**config.mk**
```make
export PLATFORM = sky130hd
export DESIGN_NAME = csmv_front
export DESIGN_NICKNAME = d
export VERILOG_FILES = /design/src/rtl/core/csmv_pkg.sv /design/src/rtl/core/csmv_front.sv
export SDC_FILE = /design/constraint.sdc
export NUM_CORES = 1
export LEC_CHECK = 0
export BUFFER_PORTS_ARGS = -buffer_cell sky130_fd_sc_hd__buf_2
export CAP_MARGIN = 20
export CORE_ASPECT_RATIO = 0.7
export CORE_MARGIN = 8
export CORE_UTILIZATION = 44
export CTS_CLUSTER_DIAMETER = 200
export DETAILED_ROUTE_END_ITERATION = 12
export PLACE_DENSITY = 0.84
export SLEW_MARGIN = 20
export SYNTH_ARGS = -nofsm -noshare
export SYNTH_HDL_FRONTEND = slang
export SYNTH_SLANG_ARGS = --single-unit
```
**constraint.sdc**
```tcl
create_clock -name clk -period 4.95 [get_ports clk]
set_input_delay 0.99 -clock clk [delete_from_list [all_inputs] [get_ports clk]]
set_output_delay 0.99 -clock clk [all_outputs]
set_load 0.01 [all_outputs]
```
**src/rtl/core/csmv_pkg.sv**
```systemverilog
// Package: shared widths, register codes and queue item types for the sparse matvec block.
`default_nettype none
package csmv_pkg;

  localparam int DATA_W          = 32;
  localparam int ACC_W           = 64;
  localparam int INDEX_W         = 10;
  localparam int ROW_W           = 16;
  localparam int YMODE_W         = 2;
  localparam int PADDR_W         = 4;
  localparam int PDATA_W         = 32;
  localparam int VEC_DEPTH_DEF   = 1024;
  localparam int QUEUE_DEPTH_DEF = 4;

  localparam logic [1:0] REG_Y_MODE   = 2'd0;
  localparam logic [1:0] REG_SCALE    = 2'd1;
  localparam logic [1:0] REG_NUM_ROWS = 2'd2;

  localparam logic [YMODE_W-1:0] YM_ADD = 2'd1;
  localparam logic [YMODE_W-1:0] YM_SUB = 2'd2;

  localparam logic [YMODE_W-1:0]       Y_MODE_RESET   = 2'd0;
  localparam logic signed [DATA_W-1:0] SCALE_RESET    = 32'sd65536;
  localparam logic [ROW_W-1:0]         NUM_ROWS_RESET = 16'd1;

  localparam logic op_load  = 1'b0;
  localparam logic op_entry = 1'b1;

  typedef struct packed {
    logic wr_x;
    logic use_x;
    logic row_end;
  } csmv_ctl_t;

  typedef struct packed {
    csmv_ctl_t                  ctl;
    logic [INDEX_W-1:0]         index;
    logic signed [DATA_W-1:0]   value;
    logic signed [DATA_W-1:0]   y_value;
  } csmv_item_t;

endpackage
`default_nettype wire

```
**src/rtl/core/csmv_front.sv**
```systemverilog
// Front end: accept requests, classify them and hand them to the queue.
`default_nettype none
module csmv_front #(
  parameter int VEC_DEPTH = csmv_pkg::VEC_DEPTH_DEF
) (
  input  wire logic                             clk,
  input  wire logic                             rst,
  input  wire logic                             in_valid,
  output      logic                             in_ready,
  input  wire logic                             op,
  input  wire logic [csmv_pkg::INDEX_W-1:0]     index,
  input  wire logic signed [csmv_pkg::DATA_W-1:0] value,
  input  wire logic                             has_entry,
  input  wire logic                             row_last,
  input  wire logic signed [csmv_pkg::DATA_W-1:0] y_value,
  output      logic                             push,
  output      csmv_pkg::csmv_item_t             push_item,
  input  wire logic                             q_full
);
  import csmv_pkg::*;

  logic       f_valid;
  logic       in_range;
  csmv_item_t item_next;

  assign in_range = (32'(index) < 32'(VEC_DEPTH));
  assign push     = f_valid && !q_full;
  assign in_ready = !f_valid || !q_full;

  always_comb begin
    item_next.ctl.wr_x    = (op == op_load) && in_range;
    item_next.ctl.use_x   = (op == op_entry) && has_entry && in_range;
    item_next.ctl.row_end = (op == op_entry) && row_last;
    item_next.index       = index;
    item_next.value       = value;
    item_next.y_value     = y_value;
  end

  always_ff @(posedge clk) begin
    if (rst) begin
      f_valid <= 1'b0;
    end else if (in_valid && in_ready) begin
      f_valid <= 1'b1;
    end else if (push) begin
      f_valid <= 1'b0;
    end
  end

  always_ff @(posedge clk) begin
    if (in_valid && in_ready) begin
      push_item <= item_next;
    end
  end

endmodule
`default_nettype wire

```
**After elaboration in Yosys (flattened, before gate mapping)**

Cells that the tools add are included.

- Add/subtract/negate cells: 0
- Multiply operators: 0
- Divide/modulo/power cells: 0
- $lt $le $gt $ge: 0
- Equality and inequality tests: 0
- Shift operators: 0
- Muxes and demuxes: 2
- Bitwise logic cells: 1
- Reductions and logical operators: 8

Operators with widths:

| operator | number |
|---|---|
| logical AND 1 bit | 4 |
| zero test 1 bit | 2 |
| 2-to-1 mux 1 bit | 2 |
| nonzero test 2 bit | 1 |
| logical OR 1 bit | 1 |
| inverter 1 bit | 1 |

- Bits in registers: 78
- Latch bits: 0
- Bits in writable memories: 0
- ROM bits: 0
- Input port bits: 81
- Output and inout port bits: 79
- Word-level logic and storage cells: 18
- Memories: 0

**Depth between registers and ports, before layout**

- Depth after elaboration: 4
- Depth in mapped cells: 2
- Mapped depth without buffers: 2

**Least setup slack after synthesis**

Ideal clock, no wire load.

- Path type: input port to flip-flop
- From: input q_full
- To: register push_item[0] (netlist name) (enable)
- Library setup time: 0.444 ns
- Data arrival time: 2.938 ns
- Data required time: 4.506 ns
- Slack: 1.568 ns
- Stages on the path: 2
- Buffers on the path: 0
- Cells stage by stage: nand2_1 -> and2_1

- Cells in the longest elaborated chain, start to end: 3

Ends and longest elaborated chain:

| element | RTL line | text |
|---|---|---|
| start: declaration | csmv_front.sv:18 | `input wire logic q_full` |
| zero test 1 bit | csmv_front.sv:28 | `assign in_ready = !f_valid \|\| !q_full;` |
| logical OR 1 bit | csmv_front.sv:28 |  |
| logical AND 1 bit | csmv_front.sv:50 | `if (in_valid && in_ready) begin` |
| end signal: assignment | csmv_front.sv:51 | `push_item <= item_next;` |
| end: declaration | csmv_front.sv:17 | `output csmv_pkg::csmv_item_t push_item,` |

No other way between the ends.
A chain may end at the register's enable or synchronous reset.

**Worst setup path after layout**

- From: input q_full
- To: output push

- Cells in the longest elaborated chain, start to end: 2

Ends and longest elaborated chain:

| element | RTL line | text |
|---|---|---|
| zero test 1 bit | csmv_front.sv:27 | `assign push = f_valid && !q_full;` |
| logical AND 1 bit | csmv_front.sv:27 |  |
| end: declaration | csmv_front.sv:16 | `output logic push,` |

No other way between the ends.

==> impl_metrics.ini <==
[yosys]
syn_area_sq_mm = 0.00238
yosysWarnings = 0
avgSynthCellArea_sq_um = 27.6
synth_simple_gate_area_share_pct = 1.47
synthAdderAreaFrac_pct = 0
synth_compound_area_share_pct = 0.211
yosysSeqAreaShare_pct = 98.2
synth_top_area_share_pct = 97.3
syn_nets = 167
synth_xor_area_share_pct = 0
synth_seq_cells = 78
synthMuxAreaShare_pct = 0
synth.largest_area_cell = edfxtp_1
synth_top_family_by_area = simple AND/OR/NAND/NOR gates
synth_edf_count = 77
synth.most_common_cell = edfxtp_1
syn_inst = 86
ys_async_sr_fraction_pct = 0
ys_types = 8
synthTopCellsByCount = 77 x edfxtp_1, 3 x and2_1
ys_top_cells_by_area = edfxtp_1 97%, dfxtp_1 0.84%, and2_1 0.79%
synthFlopType = edfxtp_1

[placed_design]
gp_congestion = 0.759
portBuffers = 159
placedCellCount = 317
dpl_cell_area_sq_mm = 0.00326

[global_route]
grt_busiest_layer = met2
grt_antenna_before_repair = 0
overflow = 0
grt_pass1_wl_um = 9210
grt_use_total_pct = 15.2
met1_usage_pct = 14.4
grt_use_met2_pct = 24.6
grt_pass1_vias = 1630
grt_use_met3_pct = 12.0
grt_start_max_net_pins = 78

[clocking]
ctsHoldBuffers = 0
cts-root-buf = clkbuf_8
cts_buffer_depth = 2
clkLatencyLatePin_ps = 330
clock-sinks = 78
path_clk_slew_ps = 70
cts_made_buffers = 9
htree_num_levels = 3
cts_resized = 0
cts_tree = done
cts_setup_buffers = 0

[finish]
layout.nets = 337
diodes = 0
final_cell_area_sq_mm = 0.00349
area_delta_synth_final_pct = 46.9
drive_gt1_share_pct = 66.9
stdcell_count = 332
utilization_pct = 66.7

[die]
dieWidth_um = 104
fp.coreArea_sq_mm = 0.00523
num_rows = 22
io_pins = 160
fp.dieH_um = 77.5
start_util_pct = 45.4
die_area_sq_mm = 0.00804

[sta]
fin_skew_ps = 7.70
slew_headroom_pct = 37.6
fin_crit_sh_pct = 48.8
final_hold_viol_count = 0
tightest_slew_ps = 937
finalSetupTns_ps = 0
setup_violations = 0
max_freq_mhz = 414
report.final.slew_viol_count = 0
rsz0062_at_grt = false
fin_hold_ws_ps = 546
min_period_ps = 2420

[routing]
wl_per_cell_um = 18.3
ant_nets = 0
drt-initial-drc-count = 29
wl_um = 6090
num_vias = 1469
dr.pass1.iters = 4
drcViolationCount = 0
viasPerCell = 4.42

[hold_path]
hold_path_class = register to register

[pwr]
seq_power_share_pct = 55.0
power_frac_comb_pct = 7.6
p_int_w = 0.00115
worst_ir_drop_vdd_uv = 254
p_sw_w = 0.000272
switching_share_pct = 19.2
p_per_area_mw_per_mm2 = 407
clkPwrFrac_pct = 37.5
leakage_nw = 1.52

[setup_path]
startpoint_type = input port
arrival_ps = 1430
required_ps = 3960
path_class = input port to output pin
critPathMaxFanout = 3
crit_path_end_kind = output pin

[status]
status = complete, no violations

[flow_run]
drv_cap = 0
==> state kept, by name, summed over array words and instances, names as in the netlist <==
| register | count |
|---|---|
| push_item | 77 |
| f_valid | 1 |
==> layout make-up <==
class	count	area [sq um]
well taps	72	90.1
clock buffers	10	128
fillers	370	1740
multi-input cells	7	42.5
repair buffers	159	796
clock inverters	5	98.8
inverters	1	3.75
flip-flops and latches	78	2330
==> through the flow <==
step	worst slack [ps]	power [W]
floorplan	1570	0.000833
global placement	2550	0.000900
detailed placement	2540	0.000906
CTS	2530	0.00144
global route	2510	0.00148
finish	2530	0.00142
==> cells in the final DEF, fill, tap and decap left out <==
cell	count
edfxtp_1	77
inv_1	1
nor2_1	1
a21oi_1	1
and2b_2	1
clkbuf_1	1
bufinv_16	3
buf_2	159
clkbuf_8	9
and2_1	2
and2_4	1
clkinv_1	1
dfxtp_1	1
nand2_1	1
clkinv_2	1
==> critical path, cell delays in order <==
cell and delay, ps:
buf_2 100, and2b_2 200, buf_2 130
==> metal layers <==
| layer | share of wire (%) | routed length, um |
|---|---|---|
| met2 | 46 | 2830 |
| met5 | 0 | 0 |
| met4 | 1.2 | 76 |
| met1 | 36 | 2200 |
| met3 | 16 | 980 |
==> path summary, 6_finish.rpt <==
check	startpoint	endpoint	slack (ps)	cells after the start
setup / recovery	q_full	push	2530	3
hold / removal	f_valid	f_valid	550	2
setup reg to reg	f_valid	push_item[14]	3380	2
hold reg to reg	f_valid	f_valid	550	2
==> power groups by stage <==
stage	Clock, W	Combinational [W]	Sequential, W
global placement	0	0.000106	0.000794
floorplan	0	0.0000136	0.000819
CTS	0.000545	0.000110	0.000782
detailed placement	0	0.000110	0.000796
finish	0.000533	0.000108	0.000781
global route	0.000574	0.000117	0.000785
==> logic make-up after synthesis <==
group	after synthesis
compound gates	1
flops	78
buf+inv	1
simple gates	6
Power figures use the tool's default switching activity.
