$ cat config.mk
export PLATFORM = sky130hd
export DESIGN_NAME = csmv_queue
export DESIGN_NICKNAME = d
export VERILOG_FILES = /design/src/rtl/core/csmv_pkg.sv /design/src/rtl/core/csmv_queue.sv
export SDC_FILE = /design/constraint.sdc
export NUM_CORES = 1
export LEC_CHECK = 0
export ABC_AREA = 0
export BUFFER_PORTS_ARGS = -buffer_cell sky130_fd_sc_hd__buf_2
export CAP_MARGIN = 20
export CORE_ASPECT_RATIO = 1.1
export CORE_MARGIN = 5
export CORE_UTILIZATION = 59
export CTS_BUF_LIST = sky130_fd_sc_hd__clkbuf_4
export DETAILED_ROUTE_END_ITERATION = 6
export GPL_TIMING_DRIVEN = 1
export PLACE_DENSITY = 0.93
export SETUP_SLACK_MARGIN = 0.02
export SYNTH_ARGS = -nofsm -noshare
export SYNTH_HDL_FRONTEND = slang
export SYNTH_SLANG_ARGS = --single-unit
$ cat constraint.sdc
create_clock -name clk -period 3.85 [get_ports clk]
set_input_delay 0.385 -clock clk [delete_from_list [all_inputs] [get_ports clk]]
set_output_delay 0.385 -clock clk [all_outputs]
set_load 0.05 [all_outputs]
$ cat src/rtl/core/csmv_pkg.sv
// Package: shared widths, register codes and queue item types for the sparse matvec block.
`default_nettype none
package csmv_pkg;

  localparam int DATA_W          = 32;
  localparam int ACC_W           = 64;
  localparam int INDEX_W         = 10;
  localparam int ROW_W           = 16;
  localparam int YMODE_W         = 2;
  localparam int PADDR_W         = 4;
  localparam int PDATA_W         = 32;
  localparam int VEC_DEPTH_DEF   = 1024;
  localparam int QUEUE_DEPTH_DEF = 4;

  localparam logic [1:0] REG_Y_MODE   = 2'd0;
  localparam logic [1:0] REG_SCALE    = 2'd1;
  localparam logic [1:0] REG_NUM_ROWS = 2'd2;

  localparam logic [YMODE_W-1:0] YM_ADD = 2'd1;
  localparam logic [YMODE_W-1:0] YM_SUB = 2'd2;

  localparam logic [YMODE_W-1:0]       Y_MODE_RESET   = 2'd0;
  localparam logic signed [DATA_W-1:0] SCALE_RESET    = 32'sd65536;
  localparam logic [ROW_W-1:0]         NUM_ROWS_RESET = 16'd1;

  localparam logic op_load  = 1'b0;
  localparam logic op_entry = 1'b1;

  typedef struct packed {
    logic wr_x;
    logic use_x;
    logic row_end;
  } csmv_ctl_t;

  typedef struct packed {
    csmv_ctl_t                  ctl;
    logic [INDEX_W-1:0]         index;
    logic signed [DATA_W-1:0]   value;
    logic signed [DATA_W-1:0]   y_value;
  } csmv_item_t;

endpackage
`default_nettype wire

$ cat src/rtl/core/csmv_queue.sv
// Short FIFO between the front end and the back end.
`default_nettype none
module csmv_queue #(
  parameter int DEPTH = csmv_pkg::QUEUE_DEPTH_DEF
) (
  input  wire logic                 clk,
  input  wire logic                 rst,
  input  wire logic                 push,
  input  wire csmv_pkg::csmv_item_t push_item,
  output      logic                 full,
  input  wire logic                 pop,
  output      logic                 q_valid,
  output      csmv_pkg::csmv_item_t q_item
);
  import csmv_pkg::*;

  localparam int PW = (DEPTH > 1) ? $clog2(DEPTH) : 1;
  localparam int CW = $clog2(DEPTH + 1);

  csmv_item_t    slots [DEPTH];
  logic [PW-1:0] wr_ptr;
  logic [PW-1:0] rd_ptr;
  logic [CW-1:0] count;
  logic          do_push;
  logic          do_pop;

  assign full    = (count == CW'(DEPTH));
  assign q_valid = (count != '0);
  assign q_item  = slots[rd_ptr];
  assign do_push = push && !full;
  assign do_pop  = pop && q_valid;

  always_ff @(posedge clk) begin
    if (rst) begin
      wr_ptr <= '0;
      rd_ptr <= '0;
      count  <= '0;
    end else begin
      if (do_push) begin
        wr_ptr <= (wr_ptr == PW'(DEPTH - 1)) ? '0 : wr_ptr + 1'b1;
      end
      if (do_pop) begin
        rd_ptr <= (rd_ptr == PW'(DEPTH - 1)) ? '0 : rd_ptr + 1'b1;
      end
      if (do_push && !do_pop) begin
        count <= count + 1'b1;
      end else if (do_pop && !do_push) begin
        count <= count - 1'b1;
      end
    end
  end

  always_ff @(posedge clk) begin
    if (do_push) begin
      slots[wr_ptr] <= push_item;
    end
  end

endmodule
`default_nettype wire

== Word level (Yosys, flattened, before mapping) ==
Memories as Yosys holds them, arrays and structs flattened. A register that Yosys moved wholly into a read port is not among the register bits.
Index checks and enable logic that the tools add are counted.

* Memory bits (read-only): 0
* Memories: 1
* Bits of input ports: 81
* Memory bits (writable): 308
* Latch bits: 0
* Register bits after elaboration: 7
* Logic and storage cells: 28

* Order comparisons: 0
* Bitwise gates (word level): 0
* Multiply operators: 0
* Div/mod/pow operators: 0
* Add/subtract/negate cells: 4
* Mux-type cells: 8
* Shift-type cells: 0
* Reductions and logical operators: 9
* Equal/unequal tests: 3

{| class="wikitable"
|+ Memories
! name !! depth !! bits a word !! read ports !! clocked after Yosys merged registers in !! write ports !! line !! text
|-
| slots || 4 || 77 || 1 || 1 || 1 || csmv_queue.sv:20 || <nowiki>csmv_item_t slots [DEPTH];</nowiki>
|}

{| class="wikitable"
|+ Operators with widths
! kind !! count
|-
| 2-to-1 mux 2 bit || 4
|-
| 2-to-1 mux 3 bit || 2
|-
| adder 2 x 1 -> 2 bit, second input constant || 2
|-
| == test 2 bit, second input constant || 2
|-
| logical AND 1 bit || 4
|-
| adder 3 x 1 -> 3 bit, second input constant || 1
|-
| == test 3 bit, second input constant || 1
|-
| logical NOT 1 bit || 3
|-
| nonzero test 3 bit || 1
|-
| subtractor 3 x 1 -> 3 bit, second input constant || 1
|-
| 2-to-1 mux 1 bit || 2
|-
| nonzero test 2 bit || 1
|}

== Depth between registers and ports, before layout ==
Gate-level depths: netlist of run 1.

* Depth after elaboration: 7
* Depth in mapped cells: 10
* Gate-level depth less buffers: 9

== Worst setup path after synthesis of run 1 ==
No wires, ideal clock.

* Path kind: reg2reg
* Start: reg count[0]
* End: mem slots[0][0] (netlist bit), enable pin
* Path buffers: 1
* Path slack: 0.891 ns
* Data arrival time: 2.515 ns
* Cell stages (with the launch flop): 4
* Data required time: 3.406 ns
* Cell sequence: dfxtp_1 or3b_1 buf_2 and3_1

* Cells in the longest elaborated chain, start to end: 5

{| class="wikitable"
|+ Ends and longest elaborated chain
! what !! line !! text
|-
| from (decl) || csmv_queue.sv:23 || <nowiki>logic [CW-1:0] count;</nowiki>
|-
| from (signal assigned) || csmv_queue.sv:46 || <nowiki>count <= count + 1'b1;</nowiki>
|-
| from (signal assigned) || csmv_queue.sv:48 || <nowiki>count <= count - 1'b1;</nowiki>
|-
| == test 3 bit || csmv_queue.sv:27 || <nowiki>assign full = (count == CW'(DEPTH));</nowiki>
|-
| logical NOT 1 bit || csmv_queue.sv:30 || <nowiki>assign do_push = push && !full;</nowiki>
|-
| logical AND 1 bit || csmv_queue.sv:30 ||
|-
| 2-to-1 mux 1 bit || csmv_queue.sv:54 || <nowiki>if (do_push) begin</nowiki>
|-
| 2-to-1 mux 1 bit (implied by the code) || csmv_queue.sv:55 || <nowiki>slots[wr_ptr] <= push_item;</nowiki>
|-
| to (decl) || csmv_queue.sv:20 ||
|}

No other way between the ends.

==> impl_metrics.env, run 1 <==
export IMPL_status="complete, no violations"
export IMPL_hold_buffers=78
export IMPL_clkSinkCount=317
export IMPL_hold_viol=0
export IMPL_dr_total_vias=5889
export IMPL_fin_nets=842
export IMPL_rsz0062_at_grt="no"
export IMPL_tns_ns=0
export IMPL_die_w_um=144
export IMPL_firstDrtPassIters=5
export IMPL_die_h_um=157
export IMPL_power_internal_mw=6.52
export IMPL_leakage_nw=5.04
export IMPL_max_freq_ghz=0.338
export IMPL_dp_hpwl_um=12700
export IMPL_cts_clk_slew_worst_paths_ns=0.06
export IMPL_worst_pin_slew_ns=0.665
export IMPL_antenna_found_initial=1
export IMPL_critPathMaxStageDelay_ns=0.71
export IMPL_drt_met1_wl_um=8590
export IMPL_regArea_um2=9440
export IMPL_grt_first_pass_wirelength_um=35500
export IMPL_synth_top_area_share_pct=79.7
export IMPL_synth_most_common_cell="edfxtp_1"
export IMPL_overflow=0
export IMPL_via_per_inst=5.58
export IMPL_synthTopCellsByCount="edfxtp_1 (308), mux4_2 (77), buf_2 (10)"
export IMPL_crit_fanout=27
export IMPL_max_cap_viol_count=0
export IMPL_clkPwrFrac_pct=26.6
export IMPL_grt_use_total_pct=21.1
export IMPL_synth_area_leaders="edfxtp_1 (80%), mux4_2 (15%), dfxtp_1 (1.6%), buf_12 (0.69%), ha_1 (0.65%)"
export IMPL_required_ns=3.46
export IMPL_io_buffers=159
export IMPL_skew_ns=0.0277
export IMPL_path_cells="buf_4, mux4_2, buf_2"
export IMPL_post_cts_setup_buffers=0
export IMPL_wl_met3_um=1610
export IMPL_synth_simple_area_share_pct=0.744
export IMPL_syn2layout_area_growth_pct=24.7
export IMPL_setup_violations=0
export IMPL_relSlewSlack_pct=55.3
export IMPL_finalCriticalPeriod_ns=2.96
export IMPL_yosys_area_top_type="edfxtp_1"
export IMPL_netlist_area_um2=11600
export IMPL_fin_crit_sh_pct=76.9
export IMPL_post_route_util_pct=75.2
export IMPL_worstSkewPairLatency_ns=0.63
export IMPL_switching_share_pct=34.0
export IMPL_drive_above_1_share_pct=45.2
export IMPL_multi_input_area_um2=2020
export IMPL_switchingPower_mw=3.36
export IMPL_synth_top_family_by_area="multiplexers"
export IMPL_routed_wirelength_um=23000
export IMPL_seq_power_share_pct=44.1
export IMPL_cts_tree="built"
export IMPL_clk_path_buf_depth=3
export IMPL_irDropWorstVdd_uv=548
export IMPL_synthArstFlopShare_pct=0
export IMPL_synth_nets=541
export IMPL_grt_pass1_vias=6585
export IMPL_grt_max_degree=78
export IMPL_cp_end_kind="output pin"
export IMPL_arrival_ns=2.57
export IMPL_report_final_slew_viol_count=0
export IMPL_ys_seq_area_share_pct=81.2
export IMPL_syn_avg_cell_area_um2=25.6
export IMPL_cts_made_buffers=75
export IMPL_syn_inst=453
export IMPL_synth_seq_cells=317
export IMPL_antenna_left=0
export IMPL_drc=0
export IMPL_synth_xor_area_share_pct=0.151
export IMPL_core_area_um2=19200
export IMPL_num_rows=53
export IMPL_cts_max_level=3
export IMPL_nFillCells=1048
export IMPL_synth_ff_type="edfxtp_1"
export IMPL_routedWlPerCell_um=21.7
export IMPL_ios=160
export IMPL_yosysUniqueCellTypes=24
export IMPL_critical_path_class="flop to output pin"
export IMPL_combinationalPowerShare_pct=29.3
export IMPL_post_cts_resized=0
export IMPL_drtIter0Drc=319
export IMPL_synth_mux_area_fraction_pct=15.1
export IMPL_cp_start_kind="flop"
export IMPL_initial_utilization_pct=60.4
export IMPL_wl_met2_um=12300
export IMPL_cts_root_buffer="clkbuf_4"
export IMPL_yosys_warnings=0
export IMPL_synth_fa_ha_area_share_pct=0.819
export IMPL_die_area_um2=22600
export IMPL_cp_slowest_cell="dfxtp_4"
export IMPL_synth_edff_count=308
export IMPL_place_congestion=0.727
export IMPL_top_layer="met5"
export IMPL_hold_class="input port to flop"
export IMPL_power_density_nw_per_um2=683
export IMPL_synth_compound_area_share_pct=0.388
## worst max-delay path, delay by kind of cell (launching register included)
kind	cells	cell delay, ns
buffers and inverters	2	0.65
flip-flops	1	0.71
multiplexers	1	0.56
## power groups by stage
stage	Sequential (mW)	Combinational [mW]	Clock [mW]
final	4.36	2.90	2.63
after global routing	4.39	3.03	2.93
after CTS	4.39	2.88	2.70
after detailed placement	4.46	2.81	0
after global placement	4.43	2.72	0
after floorplan	4.32	2.32	0
## placed cells by master, fill, tap and decap left out, drive strengths merged, types with 3 or more instances in the layout
cell / n
edfxtp: 308
buf: 166
clkbuf: 108
dlygate4sd3: 78
mux4: 77
clkinv: 18
dfxtp: 9
inv: 8
ha: 6
nor2: 4
and3: 4
or3: 3
a21oi: 3
## cell families (layout without fill, tap and decap cells)
family | Yosys count | after routing
DFF | 317 | 317
muxes | 79 | 79
adders and majority gates | 7 | 7
and+or+nand+nor | 16 | 16
buffers and inverters | 25 | 380
AOI/OAI and AO/OA | 7 | 7
xor gates and xnor gates | 2 | 2
other | 0 | 1
## layer usage
metal	global-route usage [%]	vias up
met5	0	-
met4	8.74	2
met3	5.56	45
met2	35.8	270
met1	26.1	2982
li1	-	2590
## sequential cells by signal, indices dropped and copies added, names as in the netlist, named ones only
| signal | count |
|---|---|
| slots | 308 |
| count | 3 |
| rd_ptr | 2 |
| wr_ptr | 2 |
## layout make-up
class,count,share of cell area (%)
flip-flops and latches,317,65.2
multi-input cells,111,13.9
repair buffers,244,12.0
clock buffers,108,5.60
well taps,247,2.14
clock inverters,23,0.968
inverters,5,0.130
diodes,1,0.0173
## worst paths after layout
path	slack [ns]	endpoint	cells past startpoint	start
worst max-delay path	0.89	q_item[60]	3	flop
worst min-delay path	0.10	wr_ptr[1]	3	push
worst max register to register	1.36	count[2]	7	count[0]
worst min register to register	0.55	flop	2	rd_ptr[0]
## metrics by stage
| step | worst slack [ns] | total power, mW | hold WS, ns | instance area [um^2] | cells |
|---|---|---|---|---|---|
| after CTS | 0.750 | 9.98 | 0.00853 | 14400 | 1054 |
| after detailed placement | 1.46 | 7.27 | 0.499 | 12700 | 845 |
| final | 0.890 | 9.89 | 0.101 | 14500 | 1056 |
| after global placement | 1.52 | 7.15 | 0.470 | 12600 | 841 |
| after floorplan | 0.891 | 6.64 | 0.463 | 11600 | 453 |
| after global routing | 0.644 | 10.3 | 0.0503 | 14500 | 1055 |
Power figures use the tool's default switching activity.
==> run 2: changes to the inputs <==
--- a/config.mk
+++ b/config.mk
@@ -10,11 +10,11 @@
 export CAP_MARGIN = 20
 export CORE_ASPECT_RATIO = 1.1
 export CORE_MARGIN = 5
-export CORE_UTILIZATION = 59
+export CORE_UTILIZATION = 53
 export CTS_BUF_LIST = sky130_fd_sc_hd__clkbuf_4
 export DETAILED_ROUTE_END_ITERATION = 6
 export GPL_TIMING_DRIVEN = 1
-export PLACE_DENSITY = 0.93
+export PLACE_DENSITY = 0.88
 export SETUP_SLACK_MARGIN = 0.02
 export SYNTH_ARGS = -nofsm -noshare
 export SYNTH_HDL_FRONTEND = slang
==> constraint.sdc (replaced) <==
create_clock -name clk -period 2.63 [get_ports clk]
set_input_delay 0.263 -clock clk [delete_from_list [all_inputs] [get_ports clk]]
set_output_delay 0.263 -clock clk [all_outputs]
set_load 0.05 [all_outputs]
==> run 2 against run 1 <==
Non-clock buffer count rose by 8. Via count decreased by 0.61%. Clock skew rose by 0.010 ns. Cell count grew 5.1%. Final area increased by 0.94%. Worst setup slack got worse by 0.64 ns. Largest cell class unchanged.
==> impl_metrics.env, run 2 (synthesis results as in run 1) <==
export IMPL_status="complete, no violations"
export IMPL_nFillCells=1335
export IMPL_tns_ns=0
export IMPL_die_area_um2=25000
export IMPL_via_per_inst=5.27
export IMPL_worstSetupStartpoint="count[0]"
export IMPL_rsz0062_at_grt="no"
export IMPL_antenna_found_initial=2
export IMPL_place_congestion=0.765
export IMPL_top_regs="slots: 308 flops, count: 3 flops"
export IMPL_antenna_left=0
export IMPL_firstDrtPassIters=4
export IMPL_leakage_nw=5.08
export IMPL_cp_end_kind="flop"
export IMPL_cts_max_level=3
export IMPL_grt_first_pass_wirelength_um=35700
export IMPL_cts_root_buffer="clkbuf_4"
export IMPL_report_final_slew_viol_count=0
export IMPL_drtIter0Drc=346
export IMPL_drc=0
export IMPL_skew_ns=0.0379
export IMPL_largest_reg_flops=308
export IMPL_clk_path_buf_depth=3
export IMPL_hold_viol=0
export IMPL_r2r_end="count[2]"
export IMPL_final_common_cell="edfxtp_1"
export IMPL_relSlewSlack_pct=51.7
export IMPL_grt_use_total_pct=19.2
export IMPL_irDropWorstVdd_uv=592
export IMPL_critPathCapture="count[2]"
export IMPL_worstReg2RegStart="count[0]"
export IMPL_power_mw=14.5
export IMPL_core_area_um2=21400
export IMPL_multi_input_area_um2=2020
export IMPL_grt_max_degree=47
export IMPL_drive_above_1_share_pct=45.4
export IMPL_initial_utilization_pct=54.1
export IMPL_r2r_cells=9
export IMPL_place_detailed_instances=894
export IMPL_max_freq_ghz=0.421
export IMPL_required_ns=3.18
export IMPL_place_ws_ns=0.267
export IMPL_clkSinkCount=317
export IMPL_hold_start="push_item[61]"
export IMPL_final_cell_mix="edfxtp_1 (308), buf_2 (159), clkbuf_4 (108)"
export IMPL_num_rows=56
export IMPL_cts_made_buffers=75
export IMPL_syn2layout_area_growth_pct=25.9
export IMPL_arrival_ns=2.93
export IMPL_dp_hpwl_um=13300
export IMPL_fin_nets=850
export IMPL_cp_start_kind="flop"
export IMPL_die_h_um=165
export IMPL_finalCriticalPeriod_ns=2.38
export IMPL_setup_violations=0
export IMPL_die_w_um=151
export IMPL_critical_path_class="flop to flop"
export IMPL_r2r_slack_ns=0.25
export IMPL_hold_class="input port to flop"
export IMPL_cts_tree="built"
export IMPL_final_cells=1110
export IMPL_routed_wirelength_um=23200
export IMPL_timing_final_ws_setup_ns=0.254
export IMPL_dr_total_vias=5853
export IMPL_ios=160
export IMPL_grt_pass1_vias=6514
export IMPL_routedWlPerCell_um=20.9
export IMPL_crit_fanout=7
export IMPL_worstSkewPairLatency_ns=0.64
export IMPL_worst_pin_slew_ns=0.724
export IMPL_cts_clk_slew_worst_paths_ns=0.07
export IMPL_fin_crit_sh_pct=90.3
export IMPL_io_buffers=159
export IMPL_max_cap_viol_count=0
export IMPL_regArea_um2=9440
export IMPL_post_route_util_pct=68.1
export IMPL_largest_register="slots"
export IMPL_power_density_nw_per_um2=991
export IMPL_overflow=0
## run 2: repair_timing
action | 4_1_cts | 5_1_grt
hold buffers | 80 | 0
endpoints found under the setup margin | 2 | 0
resized for setup | 0 | 0
buffers inserted | 1 | 0
hold endpoints to repair | 317 | 0
## run 2: per-stage QoR
| stage | cell area (um^2) | hold slack, ns |
|---|---|---|
| floorplan | 11600 | 0.362 |
| finish | 14600 | 0.371 |
| global placement | 12800 | 0.468 |
| CTS | 14600 | 0.293 |
| global route | 14600 | 0.303 |
| detailed placement | 12800 | 0.476 |
## run 2: worst min-delay path by stage
stage	endpoint	slack [ns]	cells after the start
2_1_floorplan	slots[0][0]	0.36	0
3_3_place_gp	flop	0.47	2
3_5_place_dp	flop	0.48	2
4_1_cts	slots[1][14]	0.29	2
5_1_grt	slots[2][18]	0.30	2
6_report	slots[2][61]	0.37	2
## run 2: layer usage
metal	wire length (um)	global-route usage (%)	vias to the layer above	part of all wire, %
met5	7	0	-	0.030
met2	12600	33.4	211	54
met3	1570	5.38	39	6.8
met1	8520	22.8	2979	37
li1	-	-	2622	-
met4	529	7.54	2	2.3
## run 2: critical path, stage by stage (launching register included)
cell and delay (ns):
dfxtp_1 0.42, or3b_1 0.30, inv_2 0.08, nor2_1 0.18
ha_1 0.23, inv_1 0.07, fa_1 0.37, xor2_1 0.19
or3_1 0.31, a21oi_1 0.16
## run 2: layout make-up
type / count / area share [%]
inverters: 5 / 0.128
clock inverters: 26 / 0.891
diodes: 1 / 0.0171
clock buffers: 108 / 5.55
repair buffers: 252 / 12.5
well taps: 290 / 2.48
multi-input cells: 111 / 13.8
flip-flops and latches: 317 / 64.6
## run 2: power breakdown
group | internal (mW) | switching, mW
clock | 2.00 | 1.82
combinational | 1.40 | 2.98
sequential | 6.11 | 0.171
